### config.mk
export PLATFORM = sky130hd
export DESIGN_NAME = uart_frame_receiver_xor_check
export DESIGN_NICKNAME = d
export VERILOG_FILES = /design/src/rtl/core/ufr_pkg.sv /design/src/rtl/core/ufr_front.sv /design/src/rtl/core/ufr_cmd_queue.sv /design/src/rtl/core/ufr_back.sv /design/src/rtl/core/uart_frame_receiver_xor_check.sv
export SDC_FILE = /design/constraint.sdc
export NUM_CORES = 1
export LEC_CHECK = 0
export BUFFER_PORTS_ARGS = -buffer_cell sky130_fd_sc_hd__buf_2
export CAP_MARGIN = 20
export CORE_MARGIN = 1
export CORE_UTILIZATION = 66
export DETAILED_ROUTE_END_ITERATION = 10
export GPL_TIMING_DRIVEN = 0
export PLACE_DENSITY_LB_ADDON = 0.1
export SYNTH_ARGS = -nofsm -noshare
export SYNTH_HDL_FRONTEND = slang
export SYNTH_SLANG_ARGS = --single-unit
### constraint.sdc
create_clock -name clk -period 5.15 [get_ports clk]
set_clock_uncertainty 0.1 [all_clocks]
set_input_delay 1.2875 -clock clk [delete_from_list [all_inputs] [get_ports clk]]
set_output_delay 1.2875 -clock clk [all_outputs]
set_load 0.02 [all_outputs]
### src/rtl/core/ufr_pkg.sv
// Shared types and constants for the UART frame receiver with XOR check.
`timescale 1ns / 1ps

package ufr_pkg;

	localparam int unsigned LEN_W  = 7;
	localparam int unsigned BYTE_W = 8;

	localparam logic [BYTE_W-1:0] START_MARKER_RST = 8'hAA;
	localparam logic [LEN_W-1:0]  MAX_LENGTH_RST   = 7'd64;

	localparam logic CFG_START_MARKER = 1'b0;
	localparam logic CFG_MAX_LENGTH   = 1'b1;

	typedef enum logic {
		KIND_DATA = 1'b0,
		KIND_LOSS = 1'b1
	} kind_t;

	typedef enum logic {
		CAUSE_LENGTH   = 1'b0,
		CAUSE_CHECKSUM = 1'b1
	} cause_t;

	typedef enum logic [3:0] {
		PH_START = 4'b0001,
		PH_LEN   = 4'b0010,
		PH_DATA  = 4'b0100,
		PH_CHECK = 4'b1000
	} phase_t;

	typedef enum logic [2:0] {
		BK_IDLE  = 3'b001,
		BK_FETCH = 3'b010,
		BK_EMIT  = 3'b100
	} back_state_t;

	typedef struct packed {
		kind_t            kind;
		cause_t           cause;
		logic [LEN_W-1:0] len;
	} cmd_t;

	typedef struct packed {
		logic              en;
		logic [LEN_W-1:0]  addr;
		logic [BYTE_W-1:0] data;
	} buf_wr_t;

	typedef struct packed {
		logic q_full;
		logic q_empty;
		logic back_busy;
	} stall_t;

endpackage

### src/rtl/core/ufr_front.sv
// Front end: configuration, frame parser and payload buffer writes.
`timescale 1ns / 1ps

module ufr_front #(
	parameter int unsigned MAX_PAYLOAD = 64
) (
	input  logic                       clk,
	input  logic                       arst_n,
	input  logic                       cfg_we,
	input  logic                       cfg_index,
	input  logic [ufr_pkg::BYTE_W-1:0] cfg_wdata,
	input  logic                       push,
	output logic                       full,
	input  logic [ufr_pkg::BYTE_W-1:0] rx_byte,
	input  ufr_pkg::stall_t            stall,
	output logic                       cmd_push,
	output ufr_pkg::cmd_t              cmd,
	output ufr_pkg::buf_wr_t           buf_wr
);

	localparam logic [ufr_pkg::BYTE_W-1:0] MAX_PAYLOAD_B = ufr_pkg::BYTE_W'(MAX_PAYLOAD);

	logic [ufr_pkg::BYTE_W-1:0] start_marker_q;
	logic [ufr_pkg::LEN_W-1:0]  max_length_q;
	ufr_pkg::phase_t            phase_q;
	logic [ufr_pkg::LEN_W-1:0]  frame_length_q;
	logic [ufr_pkg::LEN_W-1:0]  byte_position_q;
	logic [ufr_pkg::BYTE_W-1:0] running_check_q;

	logic                       accept;
	logic                       len_bad;
	logic [ufr_pkg::LEN_W-1:0]  pos_next;

	assign full = stall.q_full
		|| (phase_q == ufr_pkg::PH_DATA && (!stall.q_empty || stall.back_busy));
	assign accept   = push && !full;
	assign len_bad  = (rx_byte == '0) || (rx_byte > {1'b0, max_length_q})
		|| (rx_byte > MAX_PAYLOAD_B);
	assign pos_next = byte_position_q + ufr_pkg::LEN_W'(1);

	always_ff @(posedge clk or negedge arst_n) begin
		if (!arst_n) begin
			start_marker_q <= ufr_pkg::START_MARKER_RST;
			max_length_q   <= ufr_pkg::MAX_LENGTH_RST;
		end else if (cfg_we) begin
			unique case (cfg_index)
				ufr_pkg::CFG_START_MARKER: start_marker_q <= cfg_wdata;
				ufr_pkg::CFG_MAX_LENGTH:   max_length_q   <= cfg_wdata[ufr_pkg::LEN_W-1:0];
				default: ;
			endcase
		end
	end

	always_comb begin
		cmd_push    = 1'b0;
		cmd.kind    = ufr_pkg::KIND_LOSS;
		cmd.cause   = ufr_pkg::CAUSE_LENGTH;
		cmd.len     = frame_length_q;
		buf_wr.en   = 1'b0;
		buf_wr.addr = byte_position_q;
		buf_wr.data = rx_byte;
		if (accept) begin
			unique case (phase_q)
				ufr_pkg::PH_LEN: begin
					cmd_push = len_bad;
				end
				ufr_pkg::PH_DATA: begin
					buf_wr.en = 1'b1;
				end
				ufr_pkg::PH_CHECK: begin
					cmd_push  = 1'b1;
					cmd.cause = ufr_pkg::CAUSE_CHECKSUM;
					if (rx_byte == running_check_q) begin
						cmd.kind = ufr_pkg::KIND_DATA;
					end
				end
				default: ;
			endcase
		end
	end

	always_ff @(posedge clk or negedge arst_n) begin
		if (!arst_n) begin
			phase_q         <= ufr_pkg::PH_START;
			frame_length_q  <= '0;
			byte_position_q <= '0;
			running_check_q <= '0;
		end else if (accept) begin
			unique case (phase_q)
				ufr_pkg::PH_START: begin
					if (rx_byte == start_marker_q) begin
						phase_q         <= ufr_pkg::PH_LEN;
						running_check_q <= rx_byte;
					end
				end
				ufr_pkg::PH_LEN: begin
					if (len_bad) begin
						phase_q         <= ufr_pkg::PH_START;
						frame_length_q  <= '0;
						byte_position_q <= '0;
						running_check_q <= '0;
					end else begin
						phase_q         <= ufr_pkg::PH_DATA;
						frame_length_q  <= rx_byte[ufr_pkg::LEN_W-1:0];
						byte_position_q <= '0;
						running_check_q <= running_check_q ^ rx_byte;
					end
				end
				ufr_pkg::PH_DATA: begin
					running_check_q <= running_check_q ^ rx_byte;
					byte_position_q <= pos_next;
					if (pos_next >= frame_length_q) begin
						phase_q <= ufr_pkg::PH_CHECK;
					end
				end
				default: begin
					phase_q         <= ufr_pkg::PH_START;
					frame_length_q  <= '0;
					byte_position_q <= '0;
					running_check_q <= '0;
				end
			endcase
		end
	end

endmodule

### src/rtl/core/ufr_cmd_queue.sv
// Two-entry command queue between the frame parser and the result sequencer.
`timescale 1ns / 1ps

module ufr_cmd_queue (
	input  logic          clk,
	input  logic          arst_n,
	input  logic          wr_en,
	input  ufr_pkg::cmd_t wr_cmd,
	input  logic          rd_en,
	output ufr_pkg::cmd_t rd_cmd,
	output logic          q_full,
	output logic          q_empty
);

	ufr_pkg::cmd_t slot_q [2];
	logic          wr_ptr_q;
	logic          rd_ptr_q;
	logic [1:0]    count_q;
	logic          do_wr;
	logic          do_rd;

	assign q_full  = (count_q == 2'd2);
	assign q_empty = (count_q == 2'd0);
	assign do_wr   = wr_en && !q_full;
	assign do_rd   = rd_en && !q_empty;
	assign rd_cmd  = slot_q[rd_ptr_q];

	always_ff @(posedge clk) begin
		if (do_wr) begin
			slot_q[wr_ptr_q] <= wr_cmd;
		end
	end

	always_ff @(posedge clk or negedge arst_n) begin
		if (!arst_n) begin
			wr_ptr_q <= 1'b0;
			rd_ptr_q <= 1'b0;
			count_q  <= 2'd0;
		end else begin
			if (do_wr) begin
				wr_ptr_q <= !wr_ptr_q;
			end
			if (do_rd) begin
				rd_ptr_q <= !rd_ptr_q;
			end
			unique case ({do_wr, do_rd})
				2'b10:   count_q <= count_q + 2'd1;
				2'b01:   count_q <= count_q - 2'd1;
				default: count_q <= count_q;
			endcase
		end
	end

endmodule

### src/rtl/core/ufr_back.sv
// Back end: payload buffer and result sequencer with output register.
`timescale 1ns / 1ps

module ufr_back #(
	parameter int unsigned MAX_PAYLOAD = 64
) (
	input  logic                       clk,
	input  logic                       arst_n,
	input  ufr_pkg::buf_wr_t           buf_wr,
	input  ufr_pkg::cmd_t              cmd,
	input  logic                       cmd_valid,
	output logic                       cmd_pop,
	output logic                       back_busy,
	output logic                       empty,
	input  logic                       pop,
	output logic                       out_kind,
	output logic [ufr_pkg::BYTE_W-1:0] out_byte,
	output logic                       out_last,
	output logic                       loss_cause
);

	localparam int unsigned AW = (MAX_PAYLOAD > 1) ? $clog2(MAX_PAYLOAD) : 1;

	logic [ufr_pkg::BYTE_W-1:0] mem [MAX_PAYLOAD];
	logic [ufr_pkg::BYTE_W-1:0] rd_data_q;
	logic [AW-1:0]              rd_idx_q;
	logic [ufr_pkg::LEN_W-1:0]  len_q;
	ufr_pkg::back_state_t       state_q;
	logic                       out_valid_q;
	logic                       out_free;
	logic                       out_load;
	logic                       rd_en;
	logic                       is_last;

	assign out_free  = !out_valid_q || pop;
	assign empty     = !out_valid_q;
	assign back_busy = (state_q != ufr_pkg::BK_IDLE);
	assign rd_en     = (state_q == ufr_pkg::BK_FETCH);
	assign is_last   = (ufr_pkg::LEN_W'(rd_idx_q) + ufr_pkg::LEN_W'(1)) == len_q;
	assign cmd_pop   = (state_q == ufr_pkg::BK_IDLE) && cmd_valid
		&& (cmd.kind == ufr_pkg::KIND_DATA || out_free);
	assign out_load  = (state_q == ufr_pkg::BK_IDLE && cmd_pop
		&& cmd.kind == ufr_pkg::KIND_LOSS)
		|| (state_q == ufr_pkg::BK_EMIT && out_free);

	always_ff @(posedge clk) begin
		if (buf_wr.en) begin
			mem[buf_wr.addr[AW-1:0]] <= buf_wr.data;
		end
		if (rd_en) begin
			rd_data_q <= mem[rd_idx_q];
		end
	end

	always_ff @(posedge clk or negedge arst_n) begin
		if (!arst_n) begin
			state_q     <= ufr_pkg::BK_IDLE;
			rd_idx_q    <= '0;
			len_q       <= '0;
			out_valid_q <= 1'b0;
		end else begin
			if (out_load) begin
				out_valid_q <= 1'b1;
			end else if (pop && out_valid_q) begin
				out_valid_q <= 1'b0;
			end
			unique case (state_q)
				ufr_pkg::BK_IDLE: begin
					if (cmd_pop && cmd.kind == ufr_pkg::KIND_DATA) begin
						state_q  <= ufr_pkg::BK_FETCH;
						rd_idx_q <= '0;
						len_q    <= cmd.len;
					end
				end
				ufr_pkg::BK_FETCH: begin
					state_q <= ufr_pkg::BK_EMIT;
				end
				ufr_pkg::BK_EMIT: begin
					if (out_free) begin
						if (is_last) begin
							state_q <= ufr_pkg::BK_IDLE;
						end else begin
							rd_idx_q <= rd_idx_q + AW'(1);
							state_q  <= ufr_pkg::BK_FETCH;
						end
					end
				end
				default: begin
					state_q <= ufr_pkg::BK_IDLE;
				end
			endcase
		end
	end

	always_ff @(posedge clk) begin
		if (state_q == ufr_pkg::BK_IDLE && cmd_pop && cmd.kind == ufr_pkg::KIND_LOSS) begin
			out_kind   <= ufr_pkg::KIND_LOSS;
			out_byte   <= '0;
			out_last   <= 1'b1;
			loss_cause <= cmd.cause;
		end else if (state_q == ufr_pkg::BK_EMIT && out_free) begin
			out_kind   <= ufr_pkg::KIND_DATA;
			out_byte   <= rd_data_q;
			out_last   <= is_last;
			loss_cause <= ufr_pkg::CAUSE_LENGTH;
		end
	end

endmodule

### src/rtl/core/uart_frame_receiver_xor_check.sv
// Top level of the UART frame receiver with XOR checksum.
// Path: a loss result passes the command queue, then the output register; the first
// payload result passes the queue, sequencer state, buffer read and output register.
// Throughput: one byte per cycle outside payload while the command queue is not full;
// a good frame then drains each result through a buffer read and the output register,
// and full holds payload bytes of the next frame until that drain ends.
// Reset: arst_n clears all control state and loads the default registers; no sweep.
`timescale 1ns / 1ps

module uart_frame_receiver_xor_check #(
	parameter int unsigned MAX_PAYLOAD = 64
) (
	input  logic                       clk,
	input  logic                       arst_n,
	input  logic                       cfg_we,
	input  logic                       cfg_index,
	input  logic [ufr_pkg::BYTE_W-1:0] cfg_wdata,
	input  logic                       push,
	output logic                       full,
	input  logic [ufr_pkg::BYTE_W-1:0] rx_byte,
	output logic                       empty,
	input  logic                       pop,
	output logic                       out_kind,
	output logic [ufr_pkg::BYTE_W-1:0] out_byte,
	output logic                       out_last,
	output logic                       loss_cause
);

	ufr_pkg::stall_t  stall;
	ufr_pkg::cmd_t    wr_cmd;
	ufr_pkg::cmd_t    rd_cmd;
	ufr_pkg::buf_wr_t buf_wr;
	logic             cmd_push;
	logic             cmd_pop;
	logic             q_full;
	logic             q_empty;
	logic             back_busy;

	assign stall.q_full    = q_full;
	assign stall.q_empty   = q_empty;
	assign stall.back_busy = back_busy;

	ufr_front #(
		.MAX_PAYLOAD(MAX_PAYLOAD)
	) u_front (
		.clk      (clk),
		.arst_n   (arst_n),
		.cfg_we   (cfg_we),
		.cfg_index(cfg_index),
		.cfg_wdata(cfg_wdata),
		.push     (push),
		.full     (full),
		.rx_byte  (rx_byte),
		.stall    (stall),
		.cmd_push (cmd_push),
		.cmd      (wr_cmd),
		.buf_wr   (buf_wr)
	);

	ufr_cmd_queue u_cmd_queue (
		.clk    (clk),
		.arst_n (arst_n),
		.wr_en  (cmd_push),
		.wr_cmd (wr_cmd),
		.rd_en  (cmd_pop),
		.rd_cmd (rd_cmd),
		.q_full (q_full),
		.q_empty(q_empty)
	);

	ufr_back #(
		.MAX_PAYLOAD(MAX_PAYLOAD)
	) u_back (
		.clk       (clk),
		.arst_n    (arst_n),
		.buf_wr    (buf_wr),
		.cmd       (rd_cmd),
		.cmd_valid (!q_empty),
		.cmd_pop   (cmd_pop),
		.back_busy (back_busy),
		.empty     (empty),
		.pop       (pop),
		.out_kind  (out_kind),
		.out_byte  (out_byte),
		.out_last  (out_last),
		.loss_cause(loss_cause)
	);

endmodule

======== Word-level counts from Yosys, hierarchy flattened ========
Memories as Yosys holds them, arrays and structs flattened. A register that Yosys moved wholly into a read port is not among the register bits.
Cells that the tools add are included.
word-level totals
  register bits after elaboration ......... 73
  memory bits (writable) .................. 530
  input bits .............................. 22
  output and inout bits ................... 13
  logic and storage cells ................. 125
  memories ................................ 2
memories
  memory              words  width  read ports  clocked after memory_dff  write ports  line                 RTL
  u_back.mem          64     8      1           1                         1            ufr_back.sv:24       logic [ufr_pkg::BYTE_W-1:0] mem [MAX_PAYLOAD];
  u_cmd_queue.slot_q  2      9      1           0                         1            ufr_cmd_queue.sv:15  ufr_pkg::cmd_t slot_q [2];
cells by class
  $add $sub $neg .......................... 5
  magnitude comparators ................... 3
  equal/unequal tests ..................... 19
  muxes and demuxes ....................... 34
  bitwise logic cells ..................... 5
  reductions and logical operators ........ 40
operators by type and width
  cell                                                                   count
  7-bit case mux with 2 select lines                                     2
  8-bit case mux with 3 select lines                                     1
  6-bit 2-to-1 mux                                                       3
  8-bit equality test                                                    2
  8-bit 2-to-1 mux                                                       2
  2-bit AND reduction                                                    7
  1-bit 2-to-1 mux                                                       12
  4-bit case mux with 3 select lines                                     1
  6-bit case mux with 2 select lines                                     1
  1-bit logical AND                                                      11
  3-bit 2-to-1 mux                                                       3
  3-bit case mux with 3 select lines                                     1
  8-bit by 7-bit > comparator with 1-bit output                          1
  8-bit by 7-bit > comparator with 1-bit output (second input constant)  1
  8-bit zero test                                                        1
  4-bit 2-to-1 mux                                                       2
  2-bit nonzero test                                                     4
  8-bit XOR                                                              1
  6-bit by 1-bit adder with 7-bit output (second input constant)         1
  7-bit by 1-bit adder with 7-bit output (second input constant)         1
  7-bit equality test                                                    1
  7-bit >= comparator                                                    1
  1-bit logical OR                                                       7
  7-bit 2-to-1 mux                                                       1
  other kinds (24)                                                       38

======== Logic depth before layout (Yosys ltp) ========
  word-level depth ........................ 11
  mapped depth ............................ 12
  gate-level depth less buffers ........... 12

======== Modules after synthesis ========
A second synthesis with hierarchy kept.
unflattened totals
  cell total of the unflattened synthesis .. 1339
  area, all modules ....................... 24875.1 µm²
by module, submodules not included
  module                         times used  cells an instance  area an instance (µm²)
  ufr_back                       1           1033               21420.5
  ufr_front                      1           259                2607.5
  ufr_cmd_queue                  1           46                 843.3
  uart_frame_receiver_xor_check  1           1                  3.8

======== Worst setup path before layout ========
OpenSTA, ideal clock, no wires.
  path kind ............................... in2reg
  from .................................... input rx_byte[1] (netlist name)
  to ...................................... memory u_cmd_queue.slot_q[0][0] (netlist name) (enable)
  setup time .............................. 0.375 ns
  arrival time ............................ 3.119 ns
  setup slack ............................. 1.555 ns
  stages .................................. 6
  buffers on the path ..................... 0
  cell sequence ........................... or4_1 > or4_4 > nand2_2 > o41ai_2 > o21bai_2 > nor2b_1
on the way
  cells in the longest elaborated chain, start to end .. 8
  elaborated cells on any way between the ends .. 10
  those cells by class .................... order compare (2); mux (4); reduce/logical (4)
RTL lines
  element                                                                           line                                 RTL
  start, declared                                                                   uart_frame_receiver_xor_check.sv:20  input logic [ufr_pkg::BYTE_W-1:0] rx_byte,
  8-bit by 7-bit > comparator with 1-bit output or 8-bit zero test (tied branches)  ufr_front.sv:37                      assign len_bad = (rx_byte == '0) || (rx_byte > {1'b0, max_length_q})
  1-bit logical OR                                                                  ufr_front.sv:37
  1-bit logical OR (*)                                                              ufr_front.sv:38                      || (rx_byte > MAX_PAYLOAD_B);
  1-bit case mux with 2 select lines (*)                                            ufr_front.sv:63                      unique case (phase_q)
  1-bit 2-to-1 mux (*)                                                              ufr_front.sv:62                      if (accept) begin
  1-bit logical AND (*)                                                             ufr_cmd_queue.sv:24                  assign do_wr = wr_en && !q_full;
  1-bit 2-to-1 mux (*)                                                              ufr_cmd_queue.sv:29                  if (do_wr) begin
  1-bit 2-to-1 mux (implied by the code) (*)                                        ufr_cmd_queue.sv:30                  slot_q[wr_ptr_q] <= wr_cmd;
  end, declared                                                                     ufr_cmd_queue.sv:15
Mark *: on every way between the ends. The rest lies on a longest branch, timed or not.

======== Worst setup path in the final report ========
  from .................................... input rx_byte[4] (netlist name)
  to ...................................... memory u_cmd_queue.slot_q[0][0] (netlist name) (enable)
The elaborated chain is that of the path after synthesis.

==> impl_metrics.prom <==
# TYPE chip_impl_metric gauge
chip_impl_metric{name="synth_area",unit="µm²"} 24700
chip_impl_metric{name="critical_path_peak_fanout",unit=""} 66
chip_impl_metric{name="clock.fmax",unit="MHz"} 242
chip_impl_metric{name="final_instance_count_excl_fillers",unit=""} 1937
chip_impl_info{name="worst-setup-path-type",value="in2reg"} 1
chip_impl_metric{name="layout-drive-gt1-share",unit=""} 0.236
chip_impl_metric{name="post-route-drc-count",unit=""} 0
chip_impl_metric{name="die_h",unit="µm"} 196
chip_impl_metric{name="power_density",unit="nW/µm²"} 426
chip_impl_metric{name="dr_pass1_iterations",unit=""} 6
chip_impl_metric{name="hold_path_depth",unit=""} 2
chip_impl_info{name="hp-class",value="reg2reg"} 1
chip_impl_info{name="cts_tree",value="done"} 1
chip_impl_metric{name="clock_latency",unit="ns"} 0.61
chip_impl_metric{name="syn-num-nets",unit=""} 1359
chip_impl_metric{name="via_count_of_the_first_global_routing_pass",unit=""} 13000
chip_impl_metric{name="critical_path_data_arrival_time",unit="ns"} 4.27
chip_impl_metric{name="timing.reg2reg.worst_path_depth",unit=""} 6
chip_impl_info{name="slowest_stage",value="buf_2"} 1
chip_impl_info{name="setup.worst_path.end_class",value="register"} 1
chip_impl_metric{name="avgSynthCellArea",unit="µm²"} 18.7
chip_impl_metric{name="report.power.total",unit="mW"} 11.7
chip_impl_metric{name="detailed_place_hpwl",unit="µm"} 34800
chip_impl_metric{name="post-cts-setup-buffers",unit=""} 0
chip_impl_metric{name="cts_htree_levels",unit=""} 2
chip_impl_metric{name="ant_nets",unit=""} 0
chip_impl_metric{name="worst_path_largest_cell_delay",unit="ns"} 0.85
chip_impl_metric{name="first_pass_grt_wire_length",unit="µm"} 80200
chip_impl_metric{name="dp_cells",unit=""} 1826
chip_impl_metric{name="setup-violations-final",unit=""} 0
chip_impl_metric{name="synth-seq-area-share",unit=""} 0.725
chip_impl_metric{name="globalRouteOverflowTotal",unit=""} 0
chip_impl_metric{name="synth_edf_count",unit=""} 539
chip_impl_info{name="cp_cell_sequence",value="buf_2, ha_1, nand4b_1, nor2_1, a211oi_1, o41ai_2, o21bai_2, nor2b_1"} 1
chip_impl_metric{name="final_number_of_max_transition_violations",unit=""} 0
chip_impl_metric{name="synthCells",unit=""} 1320
chip_impl_metric{name="flow.area_growth_from_synthesis",unit="%"} 11.1
chip_impl_metric{name="design.die.area",unit="µm²"} 38300
chip_impl_metric{name="grt.total_usage",unit=""} 0.292
chip_impl_metric{name="cts_resized",unit=""} 0
chip_impl_metric{name="antenna-diode-count",unit=""} 0
chip_impl_metric{name="ys_warn_count",unit=""} 0
chip_impl_info{name="setup_repair_after_global_routing_missed_its_margin",value="false"} 1
chip_impl_metric{name="layout.nets",unit=""} 1460
chip_impl_metric{name="final-hold-violation-count",unit=""} 0
chip_impl_metric{name="post_drt_via_cell_ratio",unit=""} 6.64
chip_impl_metric{name="max-clock-path-buffers",unit=""} 3
chip_impl_info{name="setup.worst_path.start_class",value="input pin"} 1
chip_impl_metric{name="routed_wire_length_per_instance",unit="µm"} 27.7
chip_impl_metric{name="gpl.final_weighted_congestion",unit=""} 0.849
chip_impl_metric{name="ir_drop",unit="mV"} 0.338
chip_impl_info{name="synth_ff_type",value="edfxtp_1"} 1
chip_impl_metric{name="crit_required",unit="ns"} 5.29
chip_impl_info{name="root_buffer",value="clkbuf_16"} 1
chip_impl_metric{name="synthDistinctLibCells",unit=""} 68
chip_impl_metric{name="number_of_antenna_violations_at_the_first_check_in_global_routing",unit=""} 0
chip_impl_metric{name="reg_clk_slew_reported_paths",unit="ns"} 0.06
chip_impl_metric{name="tritoncts_num_sinks",unit=""} 611
chip_impl_metric{name="final.period_utilization",unit=""} 0.802
chip_impl_metric{name="grt_start_max_net_pins",unit=""} 67
chip_impl_metric{name="rows",unit=""} 70
chip_impl_metric{name="drt_first_iter_violations",unit=""} 1398
chip_impl_metric{name="final.setup.tns",unit="ns"} 0
chip_impl_metric{name="timing_worst_slew_pin_value",unit="ns"} 1.19
chip_impl_info{name="outcome",value="completed"} 1
chip_impl_metric{name="min_period",unit="ns"} 4.13
chip_impl_metric{name="async_reset_ff_frac",unit=""} 0.101
chip_impl_metric{name="route.final.wire_length",unit="µm"} 53700
chip_impl_metric{name="ios",unit=""} 35
chip_impl_metric{name="core_region_area",unit="µm²"} 36800
chip_impl_metric{name="via_count",unit=""} 12900
chip_impl_metric{name="die_w",unit="µm"} 196
chip_impl_metric{name="cts_hold_buffers",unit=""} 0
chip_impl_metric{name="number_of_maximum_capacitance_constraint_violations",unit=""} 0
chip_impl_metric{name="initial_utilization",unit=""} 0.672
chip_impl_metric{name="clock_buffer_count_from_cts",unit=""} 58
chip_impl_metric{name="fill_cells",unit=""} 2153
chip_impl_metric{name="buffer_ports.inserted",unit=""} 34
chip_impl_metric{name="lkg_pwr",unit="nW"} 8.86
chip_impl_metric{name="flip_flop_and_latch_count_after_synthesis",unit=""} 611
chip_impl_metric{name="timing.slew.headroom",unit=""} 0.204
[critical path: cells and delay by family]
kind | cells | cell delay (ns)
adders and majority gates | 1 | 0.39
buffers and inverters | 1 | 0.85
and+or+nand+nor | 3 | 0.84
AOI/OAI and AO/OA | 3 | 0.90
[through the flow]
stage               setup WS (ns)  utilization  cell area [µm²]  hold slack, ns
floorplan                    1.56            -            24700           0.355
global placement            0.124        0.693            25500           0.330
detailed placement          0.161        0.695            25600           0.357
CTS                         0.787        0.745            27400           0.368
global route                0.794        0.747            27500           0.399
finish                       1.02        0.747            27500           0.365
[state kept, by name (all words and copies together) (netlist names), 2 cells and up]
| name | count |
|---|---|
| u_back.mem | 512 |
| u_cmd_queue.slot_q | 18 |
| u_back.out_byte | 8 |
| u_back.rd_data_q | 8 |
| u_front.running_check_q | 8 |
| u_front.start_marker_q | 8 |
| u_back.len_q | 7 |
| u_front.byte_position_q | 7 |
| u_front.frame_length_q | 7 |
| u_front.max_length_q | 7 |
| u_back.rd_idx_q | 6 |
| u_front.phase_q | 4 |
| u_back.state_q | 3 |
| u_cmd_queue.count_q | 2 |
[metal layers]
layer | vias up | global-route usage | share of wire
met4 | 0 | 0.0817 | 0.025
met5 | - | 0 | 0
met2 | 588 | 0.474 | 0.50
met1 | 6671 | 0.418 | 0.40
li1 | 5493 | - | -
met3 | 104 | 0.0511 | 0.080
[Yosys cell counts, drive strengths merged (8+ instances only)]
cell type	count	area share
nand3b	8	0.0024
buf	39	0.0087
o211ai	10	0.0030
inv	19	0.0029
mux2	17	0.0077
dfxtp	10	0.0081
o22ai	14	0.0035
nor2b	10	0.0025
ha	17	0.0086
edfxtp	539	0.65
dfrtp	55	0.056
a21oi	22	0.0046
nand2	65	0.010
xor2	27	0.0096
a22o	12	0.0042
nand2b	11	0.0028
mux2i	30	0.012
o21ai	17	0.0034
o2111ai	10	0.0035
mux4	146	0.13
clkbuf	32	0.0049
nand3	17	0.0034
nor2	106	0.017
[where the power goes]
group	switching (mW)	internal [mW]	leakage, nW
Clock	1.80	2.33	0.911
Combinational	1.03	0.844	2.24
Sequential	0.135	5.57	5.71
Total	2.96	8.74	8.86
[area by class of cell]
cell class | count | area, µm² | share of cell area
tap | 468 | 586 | 0.0213
buffer | 71 | 335 | 0.0122
timing repair buffer | 41 | 313 | 0.0114
sequential | 611 | 17900 | 0.653
multi-input combinational | 619 | 6390 | 0.232
clock buffer | 78 | 1610 | 0.0585
inverter | 19 | 71.3 | 0.00260
clock inverter | 30 | 234 | 0.00851
[cell families (layout without fill, tap and decap cells)]
family,count (synthesis),after routing,synth area share
compound gates,117,117,0.0348
xor+xnor,34,34,0.0120
fa+ha+maj,17,17,0.00860
buf+inv,90,239,0.0164
flops,611,611,0.725
mux,193,193,0.153
simple gates,258,258,0.0498
[worst paths after layout]
| path | startpoint | endpoint | slack, ns |
|---|---|---|---|
| hold / removal | u_back.out_kind | u_back.out_kind | 0.36 |
| hold reg to reg | u_back.out_kind | u_back.out_kind | 0.36 |
| setup / recovery | rx_byte[4] | u_cmd_queue.slot_q[0][0] | 1.02 |
| setup reg to reg | u_front.phase_q[1] | u_back.mem[54][7] | 1.37 |
| max in group asynchronous | arst_n | u_front.max_length_q[5] | 3.76 |
| min in group asynchronous | arst_n | u_front.byte_position_q[3] | 0.68 |
[layout by cell type, fill, tap and decap left out, types with 10 or more instances in the layout]
cell       instances
clkbuf_16         58
buf_1             11
inv_1             18
a21oi_1           21
o2111ai_1         10
clkinv_1          10
dfxtp_1           10
nand2_1           64
clkbuf_1          44
dfrtp_1           55
edfxtp_1         539
nand2b_1          11
a22o_1            12
o21ai_0           10
mux2i_1           30
xor2_1            27
nand3_1           17
clkinv_2          13
mux4_2           146
ha_1              17
nor2b_1           10
o211ai_1          10
nor2_1           103
buf_2             52
mux2_2            16
o22ai_1           14
Note: power is estimated with default switching activity, not from simulation.
